==> src/design/assert_macros.svh <==
// Shared assertion macros for the serializer design
`ifndef ASSERT_MACROS_SVH
`define ASSERT_MACROS_SVH

// Property checked on every rising edge, skipped while reset is held
`define TDSS_ASSERT(lbl, clk, rst_n, prop) \
    lbl: assert property (@(posedge clk) disable iff (!rst_n) prop) \
        else $error("tdss assertion failed");

// Same, with a caller-supplied message
`define TDSS_ASSERT_MSG(lbl, clk, rst_n, prop, msg) \
    lbl: assert property (@(posedge clk) disable iff (!rst_n) prop) \
        else $error(msg);

`endif

==> src/design/tdss_pkg.sv <==
package tdss_pkg;

    localparam int unsigned FRAME_BITS = 24;
    localparam int unsigned BIT_IDX_W  = 5;
    localparam logic [BIT_IDX_W-1:0] LAST_BIT = 5'd23;

    // segment bit positions within one digit byte
    localparam logic [7:0] SEG_UL = 8'h01;
    localparam logic [7:0] SEG_TP = 8'h02;
    localparam logic [7:0] SEG_UR = 8'h04;
    localparam logic [7:0] SEG_LL = 8'h08;
    localparam logic [7:0] SEG_CT = 8'h10;
    localparam logic [7:0] SEG_LR = 8'h20;
    localparam logic [7:0] SEG_BT = 8'h40;

    // value / 1000 == (value * DIV1000_MUL) >> DIV1000_SHIFT, exact for 16-bit values
    localparam logic [16:0] DIV1000_MUL   = 17'd67109;
    localparam int unsigned DIV1000_SHIFT = 26;
    // n / 100 and n / 10 for n < 1000
    localparam logic [5:0]  DIV100_MUL    = 6'd41;
    localparam int unsigned DIV100_SHIFT  = 12;
    localparam logic [7:0]  DIV10_MUL     = 8'd205;
    localparam int unsigned DIV10_SHIFT   = 11;

    localparam logic [4:0] SWEEP_LEN = 5'd21;
    localparam logic [4:0] SWEEP_PER_DIGIT = 5'd7;

    typedef logic [FRAME_BITS-1:0] t_frame;

    typedef struct packed {
        logic        mode;
        logic [15:0] value;
        logic [4:0]  test_step;
    } t_in_req;

    typedef struct packed {
        logic                 data_bit;
        logic [BIT_IDX_W-1:0] bit_index;
        logic                 latch;
    } t_out_req;

    // read side of the frame queue as seen by the serializer
    typedef struct packed {
        logic   valid;
        t_frame frame;
    } t_q_rd;

    function automatic logic [7:0] glyph(input logic [3:0] digit);
        logic [7:0] g;
        case (digit)
            4'd0:    g = SEG_UL | SEG_TP | SEG_UR | SEG_LL | SEG_LR | SEG_BT;
            4'd1:    g = SEG_UR | SEG_LR;
            4'd2:    g = SEG_TP | SEG_UR | SEG_LL | SEG_CT | SEG_BT;
            4'd3:    g = SEG_TP | SEG_UR | SEG_CT | SEG_LR | SEG_BT;
            4'd4:    g = SEG_UL | SEG_UR | SEG_CT | SEG_LR;
            4'd5:    g = SEG_UL | SEG_TP | SEG_CT | SEG_LR | SEG_BT;
            4'd6:    g = SEG_UL | SEG_TP | SEG_LL | SEG_CT | SEG_LR | SEG_BT;
            4'd7:    g = SEG_TP | SEG_UR | SEG_LR;
            4'd8:    g = SEG_UL | SEG_TP | SEG_UR | SEG_LL | SEG_CT | SEG_LR | SEG_BT;
            4'd9:    g = SEG_UL | SEG_TP | SEG_UR | SEG_CT | SEG_LR | SEG_BT;
            default: g = 8'h00;
        endcase
        return g;
    endfunction

    function automatic logic [7:0] sweep_seg(input logic [2:0] pos);
        logic [7:0] s;
        case (pos)
            3'd0:    s = SEG_UL;
            3'd1:    s = SEG_TP;
            3'd2:    s = SEG_UR;
            3'd3:    s = SEG_CT;
            3'd4:    s = SEG_LL;
            3'd5:    s = SEG_BT;
            3'd6:    s = SEG_LR;
            default: s = 8'h00;
        endcase
        return s;
    endfunction

    // single lit segment; steps past the sweep give a blank frame
    function automatic t_frame test_frame(input logic [4:0] step);
        t_frame f;
        if (step < SWEEP_PER_DIGIT) begin
            f = {16'h0000, sweep_seg(step[2:0])};
        end else if (step < 2 * SWEEP_PER_DIGIT) begin
            f = {8'h00, sweep_seg(3'(step - SWEEP_PER_DIGIT)), 8'h00};
        end else if (step < SWEEP_LEN) begin
            f = {sweep_seg(3'(step - 2 * SWEEP_PER_DIGIT)), 16'h0000};
        end else begin
            f = '0;
        end
        return f;
    endfunction

endpackage

==> src/design/tdss_front.sv <==
module tdss_front (
    input  logic              i_clk,
    input  logic              i_rst_n,
    input  logic              i_push,
    input  tdss_pkg::t_in_req i_in_req,
    output logic              o_full,
    input  logic              i_q_full,
    output logic              o_q_wr,
    output tdss_pkg::t_frame  o_q_frame
);

    logic        en;
    logic        r_v1, r_v2, r_v3;
    logic        n_v1, n_v2, n_v3;

    // stage 1: value / 1000
    logic        r1_mode;
    logic [4:0]  r1_step;
    logic [15:0] r1_value;
    logic [6:0]  r1_q;
    logic [32:0] div1000_prod;

    // stage 2: value mod 1000
    logic        r2_mode;
    logic [4:0]  r2_step;
    logic [9:0]  r2_n;
    logic [15:0] mod_full;

    // stage 3: hundreds and n / 10
    logic        r3_mode;
    logic [4:0]  r3_step;
    logic [9:0]  r3_n;
    logic [3:0]  r3_hund;
    logic [6:0]  r3_tdiv;
    logic [15:0] hund_prod;
    logic [17:0] tdiv_prod;

    logic [9:0]  ones_full;
    logic [6:0]  tens_full;
    logic [3:0]  ones, tens;
    tdss_pkg::t_frame num_frame;

    // pipeline advances unless the last stage holds an item the queue cannot take
    assign en     = !(r_v3 && i_q_full);
    assign o_full = !en;

    assign n_v1 = en ? i_push : r_v1;
    assign n_v2 = en ? r_v1   : r_v2;
    assign n_v3 = en ? r_v2   : r_v3;

    always_ff @(posedge i_clk) begin
        if (!i_rst_n) begin
            r_v1 <= 1'b0;
            r_v2 <= 1'b0;
            r_v3 <= 1'b0;
        end else begin
            r_v1 <= n_v1;
            r_v2 <= n_v2;
            r_v3 <= n_v3;
        end
    end

    assign div1000_prod = {17'd0, i_in_req.value} * {16'd0, tdss_pkg::DIV1000_MUL};
    assign mod_full     = r1_value - 16'(r1_q) * 16'd1000;
    assign hund_prod    = {6'd0, r2_n} * {10'd0, tdss_pkg::DIV100_MUL};
    assign tdiv_prod    = {8'd0, r2_n} * {10'd0, tdss_pkg::DIV10_MUL};

    always_ff @(posedge i_clk) begin
        if (en) begin
            r1_mode  <= i_in_req.mode;
            r1_step  <= i_in_req.test_step;
            r1_value <= i_in_req.value;
            r1_q     <= div1000_prod[tdss_pkg::DIV1000_SHIFT +: 7];

            r2_mode  <= r1_mode;
            r2_step  <= r1_step;
            r2_n     <= mod_full[9:0];

            r3_mode  <= r2_mode;
            r3_step  <= r2_step;
            r3_n     <= r2_n;
            r3_hund  <= hund_prod[tdss_pkg::DIV100_SHIFT +: 4];
            r3_tdiv  <= tdiv_prod[tdss_pkg::DIV10_SHIFT +: 7];
        end
    end

    assign ones_full = r3_n - 10'(r3_tdiv) * 10'd10;
    assign tens_full = r3_tdiv - 7'(r3_hund) * 7'd10;
    assign ones      = ones_full[3:0];
    assign tens      = tens_full[3:0];

    // leading-zero blanking: tens shows when hundreds or tens is nonzero
    always_comb begin
        num_frame = {16'h0000, tdss_pkg::glyph(ones)};
        if (r3_hund != 4'd0 || tens != 4'd0) begin
            num_frame[15:8] = tdss_pkg::glyph(tens);
        end
        if (r3_hund != 4'd0) begin
            num_frame[23:16] = tdss_pkg::glyph(r3_hund);
        end
    end

    assign o_q_wr    = r_v3 && !i_q_full;
    assign o_q_frame = r3_mode ? tdss_pkg::test_frame(r3_step) : num_frame;

endmodule

==> src/design/tdss_queue.sv <==
module tdss_queue #(
    parameter int DEPTH = 2
) (
    input  logic                     i_clk,
    input  logic                     i_rst_n,
    input  logic                     i_wr,
    input  tdss_pkg::t_frame         i_wr_frame,
    output logic                     o_full,
    input  logic                     i_rd,
    output tdss_pkg::t_q_rd          o_rd,
    output logic [$clog2(DEPTH+1)-1:0] o_count
);

    localparam int PTR_W = (DEPTH > 1) ? $clog2(DEPTH) : 1;
    localparam int CNT_W = $clog2(DEPTH + 1);
    localparam logic [PTR_W-1:0] PTR_LAST = PTR_W'(DEPTH - 1);

    tdss_pkg::t_frame r_mem [DEPTH];
    logic [PTR_W-1:0] r_wptr, n_wptr;
    logic [PTR_W-1:0] r_rptr, n_rptr;
    logic [CNT_W-1:0] r_count, n_count;
    logic             do_wr, do_rd;

    assign o_full  = (r_count == CNT_W'(DEPTH));
    assign do_wr   = i_wr && !o_full;
    assign do_rd   = i_rd && (r_count != '0);

    always_comb begin
        n_wptr  = r_wptr;
        n_rptr  = r_rptr;
        n_count = r_count;
        if (do_wr) begin
            n_wptr = (r_wptr == PTR_LAST) ? '0 : r_wptr + 1'b1;
        end
        if (do_rd) begin
            n_rptr = (r_rptr == PTR_LAST) ? '0 : r_rptr + 1'b1;
        end
        if (do_wr && !do_rd) begin
            n_count = r_count + 1'b1;
        end else if (do_rd && !do_wr) begin
            n_count = r_count - 1'b1;
        end
    end

    always_ff @(posedge i_clk) begin
        if (!i_rst_n) begin
            r_wptr  <= '0;
            r_rptr  <= '0;
            r_count <= '0;
        end else begin
            r_wptr  <= n_wptr;
            r_rptr  <= n_rptr;
            r_count <= n_count;
        end
    end

    always_ff @(posedge i_clk) begin
        if (do_wr) begin
            r_mem[r_wptr] <= i_wr_frame;
        end
    end

    assign o_rd.valid = (r_count != '0);
    assign o_rd.frame = r_mem[r_rptr];
    assign o_count    = r_count;

endmodule

==> src/design/tdss_back.sv <==
module tdss_back (
    input  logic               i_clk,
    input  logic               i_rst_n,
    input  tdss_pkg::t_q_rd    i_q_rd,
    output logic               o_q_rd,
    input  logic               pop,
    output logic               empty,
    output tdss_pkg::t_out_req o_out_req
);

    logic                          r_busy, n_busy;
    logic [tdss_pkg::BIT_IDX_W-1:0] r_idx, n_idx;
    tdss_pkg::t_frame              r_shift, n_shift;
    logic                          at_last, load_slot;

    assign at_last   = (r_idx == tdss_pkg::LAST_BIT);
    // a new frame may enter when idle or as the last bit leaves
    assign load_slot = !r_busy || (pop && at_last);
    assign o_q_rd    = load_slot && i_q_rd.valid;

    always_comb begin
        n_busy  = r_busy;
        n_idx   = r_idx;
        n_shift = r_shift;
        if (load_slot) begin
            n_busy  = i_q_rd.valid;
            n_idx   = '0;
            n_shift = i_q_rd.frame;
        end else if (pop) begin
            n_idx   = r_idx + 1'b1;
            n_shift = {1'b0, r_shift[tdss_pkg::FRAME_BITS-1:1]};
        end
    end

    always_ff @(posedge i_clk) begin
        if (!i_rst_n) begin
            r_busy <= 1'b0;
            r_idx  <= '0;
        end else begin
            r_busy <= n_busy;
            r_idx  <= n_idx;
        end
    end

    always_ff @(posedge i_clk) begin
        r_shift <= n_shift;
    end

    assign empty               = !r_busy;
    assign o_out_req.data_bit  = r_shift[0];
    assign o_out_req.bit_index = r_idx;
    assign o_out_req.latch     = at_last;

endmodule

==> src/design/three_digit_seven_segment_serializer_top.sv <==
// Channel   Direction  Handshake          Payload
// request   in         push / full        i_in_req  (mode, value, test_step)
// result    out        pop / empty        o_out_req (data_bit, bit_index, latch)
//
// Each request yields 24 results, one per cycle while pop is held; frames run
// back to back, so the sustained request rate is set by the
// one-bit-per-cycle shift register in the back end.
// After a request is accepted, its first bit passes the 3-stage digit pipeline,
// the frame queue write and the shift register load before it is shown. Reset is
// synchronous; it empties the pipeline, queue and shifter. A stalled result
// side fills the queue and then asserts full.
`include "assert_macros.svh"

module three_digit_seven_segment_serializer_top #(
    parameter int QUEUE_DEPTH = 2
) (
    input  logic               i_clk,
    input  logic               i_rst_n,
    input  logic               push,
    output logic               full,
    input  tdss_pkg::t_in_req  i_in_req,
    output logic               empty,
    input  logic               pop,
    output tdss_pkg::t_out_req o_out_req
);

    logic                           q_full;
    logic                           q_wr;
    tdss_pkg::t_frame               q_wr_frame;
    logic                           q_rd;
    tdss_pkg::t_q_rd                q_rd_data;
    logic [$clog2(QUEUE_DEPTH+1)-1:0] q_count;

    tdss_front u_front (
        .i_clk     (i_clk),
        .i_rst_n   (i_rst_n),
        .i_push    (push),
        .i_in_req  (i_in_req),
        .o_full    (full),
        .i_q_full  (q_full),
        .o_q_wr    (q_wr),
        .o_q_frame (q_wr_frame)
    );

    tdss_queue #(
        .DEPTH (QUEUE_DEPTH)
    ) u_queue (
        .i_clk      (i_clk),
        .i_rst_n    (i_rst_n),
        .i_wr       (q_wr),
        .i_wr_frame (q_wr_frame),
        .o_full     (q_full),
        .i_rd       (q_rd),
        .o_rd       (q_rd_data),
        .o_count    (q_count)
    );

    tdss_back u_back (
        .i_clk     (i_clk),
        .i_rst_n   (i_rst_n),
        .i_q_rd    (q_rd_data),
        .o_q_rd    (q_rd),
        .pop       (pop),
        .empty     (empty),
        .o_out_req (o_out_req)
    );

    // bits of one frame leave in order with no gap in the index
    `TDSS_ASSERT(a_bit_order, i_clk, i_rst_n,
        (pop && !empty && !o_out_req.latch) |=>
            (!empty && o_out_req.bit_index == $past(o_out_req.bit_index) + 1))

    // a frame always starts at bit 0
    `TDSS_ASSERT_MSG(a_frame_start, i_clk, i_rst_n,
        $rose(!empty) |-> (o_out_req.bit_index == '0), "frame did not start at bit 0")

    `TDSS_ASSERT_MSG(a_queue_bound, i_clk, i_rst_n,
        q_count <= QUEUE_DEPTH, "frame queue overflow")

endmodule

==> config.mk <==
export PLATFORM = sky130hd
export DESIGN_NAME = three_digit_seven_segment_serializer_top
export DESIGN_NICKNAME = d
export VERILOG_FILES = /design/src/design/tdss_pkg.sv /design/src/design/tdss_front.sv /design/src/design/tdss_queue.sv /design/src/design/tdss_back.sv /design/src/design/three_digit_seven_segment_serializer_top.sv
export VERILOG_INCLUDE_DIRS = /design/src /design/src/design
export SDC_FILE = /design/constraint.sdc
export NUM_CORES = 1
export LEC_CHECK = 0
export ABC_AREA = 1
export BUFFER_PORTS_ARGS = -buffer_cell sky130_fd_sc_hd__buf_2
export CAP_MARGIN = 30
export CORE_MARGIN = 3
export CORE_UTILIZATION = 50
export CTS_BUF_LIST = sky130_fd_sc_hd__clkbuf_16
export DETAILED_ROUTE_END_ITERATION = 8
export PLACE_DENSITY = 0.7
export SETUP_SLACK_MARGIN = 0.3
export SLEW_MARGIN = 15
export SYNTH_ARGS = -nofsm -noshare
export SYNTH_HDL_FRONTEND = slang
export SYNTH_SLANG_ARGS = --single-unit
==> constraint.sdc <==
create_clock -name i_clk -period 4.8 [get_ports i_clk]
set_input_delay 0.48 -clock i_clk [delete_from_list [all_inputs] [get_ports i_clk]]
set_output_delay 0.48 -clock i_clk [all_outputs]
set_load 0.02 [all_outputs]
## Yosys cells after proc, flatten, opt, wreduce, memory -nomap -nowiden

Memory sizes are Yosys's and may differ from the RTL's. A register that Yosys moved wholly into a read port is not among the register bits.
Index checks and enable logic that the tools add are counted.

| storage, ports and cells | value |
|---|---|
| register bits | 97 |
| bits in writable memories | 48 |
| bits in read-only memories | 336 |
| input port bits | 26 |
| output and inout port bits | 9 |
| word-level logic and storage cells | 108 |
| memories kept | 4 |

Memory list:

| memory | words | width | rd ports | clocked after Yosys merged registers in | write ports | line | text |
|---|---|---|---|---|---|---|---|
| (no name shown) | 16 | 7 | 1 | 0 | 0 | tdss_pkg.sv:50 | `case (digit)` |
| (no name shown) | 16 | 7 | 1 | 0 | 0 | tdss_pkg.sv:50 |  |
| (no name shown) | 16 | 7 | 1 | 1 | 0 | tdss_pkg.sv:50 |  |
| u_queue.r_mem | 2 | 24 | 1 | 1 | 1 | tdss_queue.sv:18 | `tdss_pkg::t_frame r_mem [DEPTH];` |

| operators by class | value |
|---|---|
| add/sub/neg operators | 10 |
| multipliers | 6 |
| magnitude comparators | 3 |
| equal/unequal tests | 20 |
| muxes and demuxes | 20 |
| bitwise gates (word level) | 1 |
| reduce and logical (&&, ||, !) cells | 23 |

Operator list:

| operator | number |
|---|---|
| $pmux 7 s7 | 3 |
| $mux 24 | 5 |
| $mul 16x17->33 const B | 1 |
| $eq 3x3->1 const B | 9 |
| $mux 23 | 1 |
| $eq 3x2->1 const B | 6 |
| $mul 10x8->18 const B | 1 |
| $mul 10x6->16 const B | 1 |
| $mux 8 | 2 |
| $sub 10x10->10 | 1 |
| $eq 3x1->1 const B | 3 |
| $logic_not 3->1 | 3 |
| $logic_and 1x1->1 | 8 |
| $reduce_bool 4->1 | 2 |
| $sub 4x4->4 | 2 |
| $mul 7x3->3 const B | 1 |
| $mul 7x3->7 const B | 1 |
| $mux 1 | 6 |
| $reduce_bool 2->1 | 3 |
| $sub 3x3->3 const B | 2 |
| $add 5x1->5 const B | 1 |
| $eq 5x5->1 const B | 1 |
| $lt 5x3->1 const B | 1 |
| $lt 5x4->1 const B | 1 |
| 12 further kinds | 18 |

## Logic depth before layout (Yosys ltp)

| logic depth | value |
|---|---|
| word-level depth | 8 |
| mapped depth | 23 |
| gate-level depth less buffers | 23 |

## Hierarchy

From an unflattened synthesis, not the netlist that was laid out.

| second synthesis, totals | value |
|---|---|
| cells, all modules | 1289 |
| area total of the unflattened synthesis | 12878.6 um^2 |

By module, submodules not included:

| module | times used | cells an instance | area each (um^2) | sequential area each (um^2) |
|---|---|---|---|---|
| tdss_front | 1 | 1030 | 9243.9 | 1911.8 |
| tdss_queue | 1 | 112 | 2083.2 | 1541.5 |
| tdss_back | 1 | 147 | 1551.5 | 840.8 |

## Worst setup path before layout

No wires, ideal clock.

| timing | value |
|---|---|
| kind | input to register |
| from | in i_in_req[18] in the netlist's numbering |
| to | reg u_front.r1_q[1] (data pin) |
| library setup time | 260 ps |
| arrival time | 4025 ps |
| required time | 4540 ps |
| path slack | 515 ps |
| stages | 17 |
| path buffers | 0 |
| cells stage by stage | ha_1 fa_1 inv_1 fa_1 inv_1 fa_1 fa_1 ha_1 ha_1 nand3_1 nor2_1 inv_1 o21ai_1 nand2_1 and2_1 nand2_1 xor2_1 |

| on the way | value |
|---|---|
| cells in the longest elaborated chain, start to end | 1 |

Ends and longest elaborated chain:

| item | line | text |
|---|---|---|
| start: declaration | three_digit_seven_segment_serializer_top.sv:21 | `input tdss_pkg::t_in_req i_in_req,` |
| $mul 16x17->33 | tdss_front.sv:63 | `assign div1000_prod = {17'd0, i_in_req.value} * {16'd0, tdss_pkg::DIV1000_MUL};` |
| named net u_front.div1000_prod[27] | tdss_front.sv:21 | `logic [32:0] div1000_prod;` |
| end signal: assignment | tdss_front.sv:73 | `r1_q <= div1000_prod[tdss_pkg::DIV1000_SHIFT +: 7];` |
| end: declaration | tdss_front.sv:20 | `logic [6:0] r1_q;` |

The timed path passes the listed nets, and every way through them passes these cells.
A chain may end at the register's enable or synchronous reset.

## Final worst setup path

| timing | value |
|---|---|
| from | in i_in_req[18] in the netlist's numbering |
| to | reg u_front.r1_q[2] (data pin) |

Same word-level chain as after synthesis.

==> results.md <==
- Growth of design area from synthesis to finish: 9.17%
- Biggest area contributors in the synthesized netlist: sky130_fd_sc_hd__edfxtp_1 (30%), sky130_fd_sc_hd__ha_1 (25%), sky130_fd_sc_hd__fa_1 (10%)
- Critical path cell sequence: buf_2 > ha_1 > fa_1 > fa_1 > inv_1 > fa_1 > inv_1 > fa_1 > ha_1 > ha_1 > a21o_1 > a21o_1 > a211oi_1 > nand2_1 > nand2_1 > nand2_1
- Via density per instance: ~5
- Worst path top cell family by delay: adder cells
- Worst setup SP type: input port
- Crit path depth: 16
- RSZ-0062 raised after global routing: false
- CTS tree: built
- FP Rows: 56
- CP Buf/Inv Count: 3
- Number of flops mapped to enable cells by yosys: 122
- Max Transition Viols Final: 0
- Main synth FF type: sky130_fd_sc_hd__edfxtp_1
- Die outline width: between 150 and 200 µm
- Vias in the first global route: 8725
- Final wirelength: between 20 and 25 mm
- Global-route usage over all layers: a little under a fifth
- CTS H-tree lvls: 4
- Worst reg2reg path depth: 13
- Met2 WL post-DR: ~12 mm
- Data required time of the worst path: ~5.0 ns
- Finished Core Util: 56.3%
- Die height: ~160 µm
- TritonCTS Buffers: 17
- Post-synthesis area per instance: roughly 9.5 µm²
- R2r endpoint: u_front.r3_tdiv[3]
- Count of warnings emitted by yosys: 0
- Worst-Margin Slew: around 0.83 ns
- Count of endpoints failing setup in the final report: 0
- Number of design rule violations left after detail routing: 0
- Die area: around 26000 µm²
- Maximum clock path buffer count: 2
- Final min period: approximately 4.2 ns
- Most repeated library cell on the critical path: sky130_fd_sc_hd__fa_1
- Nature of the critical path endpoint: register
- Last element of the critical path: u_front.r1_q[2]
- Gate count of the mapped netlist: 1285
- Placeable core region: about 24000 µm²
- Wire length on met3: around 590 µm
- Number of antenna violations at the first check in global routing: 0
- Delay of the slowest cell on the worst path: between 0.5 and 0.6 ns
- Final nets: between 1500 and 2000
- Count of buffers inserted at the top-level ports: 34
- Cell accounting for the most synthesized area: sky130_fd_sc_hd__edfxtp_1
- Worst min-delay path class: in -> reg
- Slowest library cell on the worst path: sky130_fd_sc_hd__fa_1
- Post-synthesis cell type count: between 40 and 50
- Top Ports: 35
- Number of DRC markers in iteration 0: about 490
- Fillers: 2062
- Timing-limited maximum frequency: 0.238 GHz
- Worst EP arrival: between 4 and 5 ns
- Max-capacitance violation count: 0
- Biggest fanout along the worst timing path: 6
- Type of the worst setup path: in -> reg
- Outcome: complete, no violations
- Syn Std Cell Area: 12200 µm²
- Fraction of synthesis flops using an asynchronous set or reset pin: 0%
- Routed wirelength normalized by instance count: 13.8 µm
- R2r setup slk: 0.83 ns
- Routability-driven placement congestion ratio: 0.912
- DPL Wire Length: around 19 mm
- R2r startpoint: u_front.r2_n[3]
- Skew final: about 0.012 ns
- Initial core utilization: 51.5%
- DP Area: between 10000 and 15000 µm²
- Clock transition at the registers of the reported paths: about 0.06 ns
- CP Launch Point: i_in_req[18]
- Final instance area: 13400 µm²
- DRT met1 WL: ~10 mm
- First-pass GRT wire length: 39.5 mm
- Tightest slew margin relative to the limit: roughly 45%
- Final Hold Fails: 0
- Post-detailed-route count of antenna-violating nets: 0
- Area fraction of the dominant cell type after synthesis: between 20% and 30%
- # clock sinks: 143
- Portion of the post-synthesis area used by sequential elements: 33.4%
- Pin count of the biggest net entering global routing: 55
- Clock root buffer: sky130_fd_sc_hd__clkbuf_16
- Sum of negative setup slack: 0 ns
- Top metal layer carrying routed signals: met4
- Worst-Skew Late Latency: ~0.42 ns
- #FFs+latches synth: 143
- Antenna Diode Count: 0
- Synth Net Count: ~1600
- Tcrit/Tclk final: 87.7%
- Congestion Overflow GR: 0
- DR pass1 iterations: 4
- Fraction of final layout cells sized beyond drive strength 1: 7.66%
- Total via count in the routed design: roughly 8500
## worst reg2reg max path, delay by kind of cell (launching register included)
kind / cells / cell delay (ns)
adders and majority gates: 5 / 2.28
DFF: 1 / 0.55
and+or+nand+nor: 4 / 0.53
xor gates and xnor gates: 1 / 0.14
buffers and inverters: 2 / 0.12
AOI/OAI and AO/OA: 1 / 0.10
## timing repair
action / in CTS / in global routing
endpoints found under the setup margin: 0 / 1
gates resized for setup: 0 / 1
buffers inserted: 0 / 0
hold buffers: 0 / 0
## sequential cells by signal (all words and copies together), names as in the netlist, named ones only
register,cells
u_queue.r_mem,42
u_back.r_shift,23
u_front.r1_value,10
u_front.r2_n,10
u_front.r1_q,7
u_back.r_idx,5
u_front.r1_step,5
u_front.r2_step,5
u_front.r3_step,5
u_front.r3_hund,4
u_front.r3_n,4
u_front.r3_tdiv,4
u_queue.o_count,2
u_back.r_busy,1
u_front.r1_mode,1
u_front.r2_mode,1
u_front.r3_mode,1
u_front.r_v1,1
u_front.r_v2,1
u_front.r_v3,1
u_queue.r_rptr,1
u_queue.r_wptr,1
## cells by family (layout without fill, tap and decap cells)
group	Yosys count	count (layout)	synth area share (%)
simple gates	401	401	14.3
fa+ha+maj	305	305	35.1
buf+inv	259	318	8.12
compound gates	146	146	6.92
flops	143	143	33.4
xor+xnor	31	31	2.22
## layout by cell type (no fill, tap or decap), types with 21 or more instances in the layout
master	instances
sky130_fd_sc_hd__a21oi_1	54
sky130_fd_sc_hd__a31oi_1	21
sky130_fd_sc_hd__buf_2	34
sky130_fd_sc_hd__dfxtp_1	21
sky130_fd_sc_hd__edfxtp_1	122
sky130_fd_sc_hd__fa_1	64
sky130_fd_sc_hd__ha_1	241
sky130_fd_sc_hd__inv_1	239
sky130_fd_sc_hd__nand2_1	224
sky130_fd_sc_hd__nand3_1	44
sky130_fd_sc_hd__nor2_1	81
sky130_fd_sc_hd__o21ai_0	26
## worst min-delay path by stage
stage / end / from / cells past startpoint
2_1_floorplan: u_front.r2_mode / u_front.r1_mode / 0
3_3_place_gp: u_front.r3_step[0] / u_front.r2_step[0] / 0
3_5_place_dp: u_front.r2_n[1] / u_front.r1_value[1] / 0
4_1_cts: u_front.r1_mode / i_in_req[21] / 1
5_1_grt: u_front.r1_mode / i_in_req[21] / 1
6_report: u_front.r1_step[3] / i_in_req[3] / 1
## through the flow
stage                     hold slack [ns]  worst slack (ns)  cells
after global routing                0.223             0.351   1663
final                               0.237             0.592   1663
after detailed placement            0.405            0.0953   1630
after global placement              0.402             0.182   1630
after floorplan                     0.400             0.515   1285
after CTS                           0.224             0.556   1662
## synth_stat cells (2+ instances only)
cell and number:
sky130_fd_sc_hd__o21bai_1 6, sky130_fd_sc_hd__nand2_4 2, sky130_fd_sc_hd__nor3_2 2, sky130_fd_sc_hd__o41ai_1 5, sky130_fd_sc_hd__nor2_1 82, sky130_fd_sc_hd__nor2_4 2, sky130_fd_sc_hd__o21ai_0 26, sky130_fd_sc_hd__o211ai_1 2
sky130_fd_sc_hd__and2_1 2, sky130_fd_sc_hd__a21o_1 4, sky130_fd_sc_hd__buf_2 5, sky130_fd_sc_hd__and3_1 2, sky130_fd_sc_hd__nand2_2 3, sky130_fd_sc_hd__a21oi_1 54, sky130_fd_sc_hd__nand2_1 224, sky130_fd_sc_hd__clkbuf_1 6
sky130_fd_sc_hd__edfxtp_1 122, sky130_fd_sc_hd__nand3_4 2, sky130_fd_sc_hd__ha_1 241, sky130_fd_sc_hd__o31ai_1 2, sky130_fd_sc_hd__a31oi_1 21, sky130_fd_sc_hd__dfxtp_1 21, sky130_fd_sc_hd__nor4_1 3, sky130_fd_sc_hd__a211oi_1 3
sky130_fd_sc_hd__a21oi_2 2, sky130_fd_sc_hd__xor2_1 16, sky130_fd_sc_hd__nand3_1 44, sky130_fd_sc_hd__inv_1 238, sky130_fd_sc_hd__xnor2_1 15, sky130_fd_sc_hd__o21ai_1 14, sky130_fd_sc_hd__o21ai_2 2, sky130_fd_sc_hd__nand3_2 2
sky130_fd_sc_hd__inv_2 7, sky130_fd_sc_hd__o21a_1 3, sky130_fd_sc_hd__nand4_1 18, sky130_fd_sc_hd__fa_1 64, sky130_fd_sc_hd__nor2_2 3, sky130_fd_sc_hd__nor3_1 7, sky130_fd_sc_hd__buf_4 2
## area by class of cell
type / count / area, µm² / share of cell area (%)
timing repair buffer: 41 / 243 / 1.82
tap: 319 / 399 / 2.99
clock inverter: 14 / 101 / 0.758
multi-input combinational: 883 / 7170 / 53.6
inverter: 245 / 920 / 6.88
clock buffer: 18 / 450 / 3.37
sequential: 143 / 4080 / 30.6
## metal layers
| metal | track usage (%) | vias to the layer above |
|---|---|---|
| met5 | 0 | - |
| met4 | 4.85 | 0 |
| met3 | 2.77 | 31 |
| met2 | 34.2 | 101 |
| met1 | 22.2 | 3947 |
| li1 | - | 4371 |
Power is not shown: default switching activity piles up to over one toggle a cycle in this logic, so the estimate is an artifact.
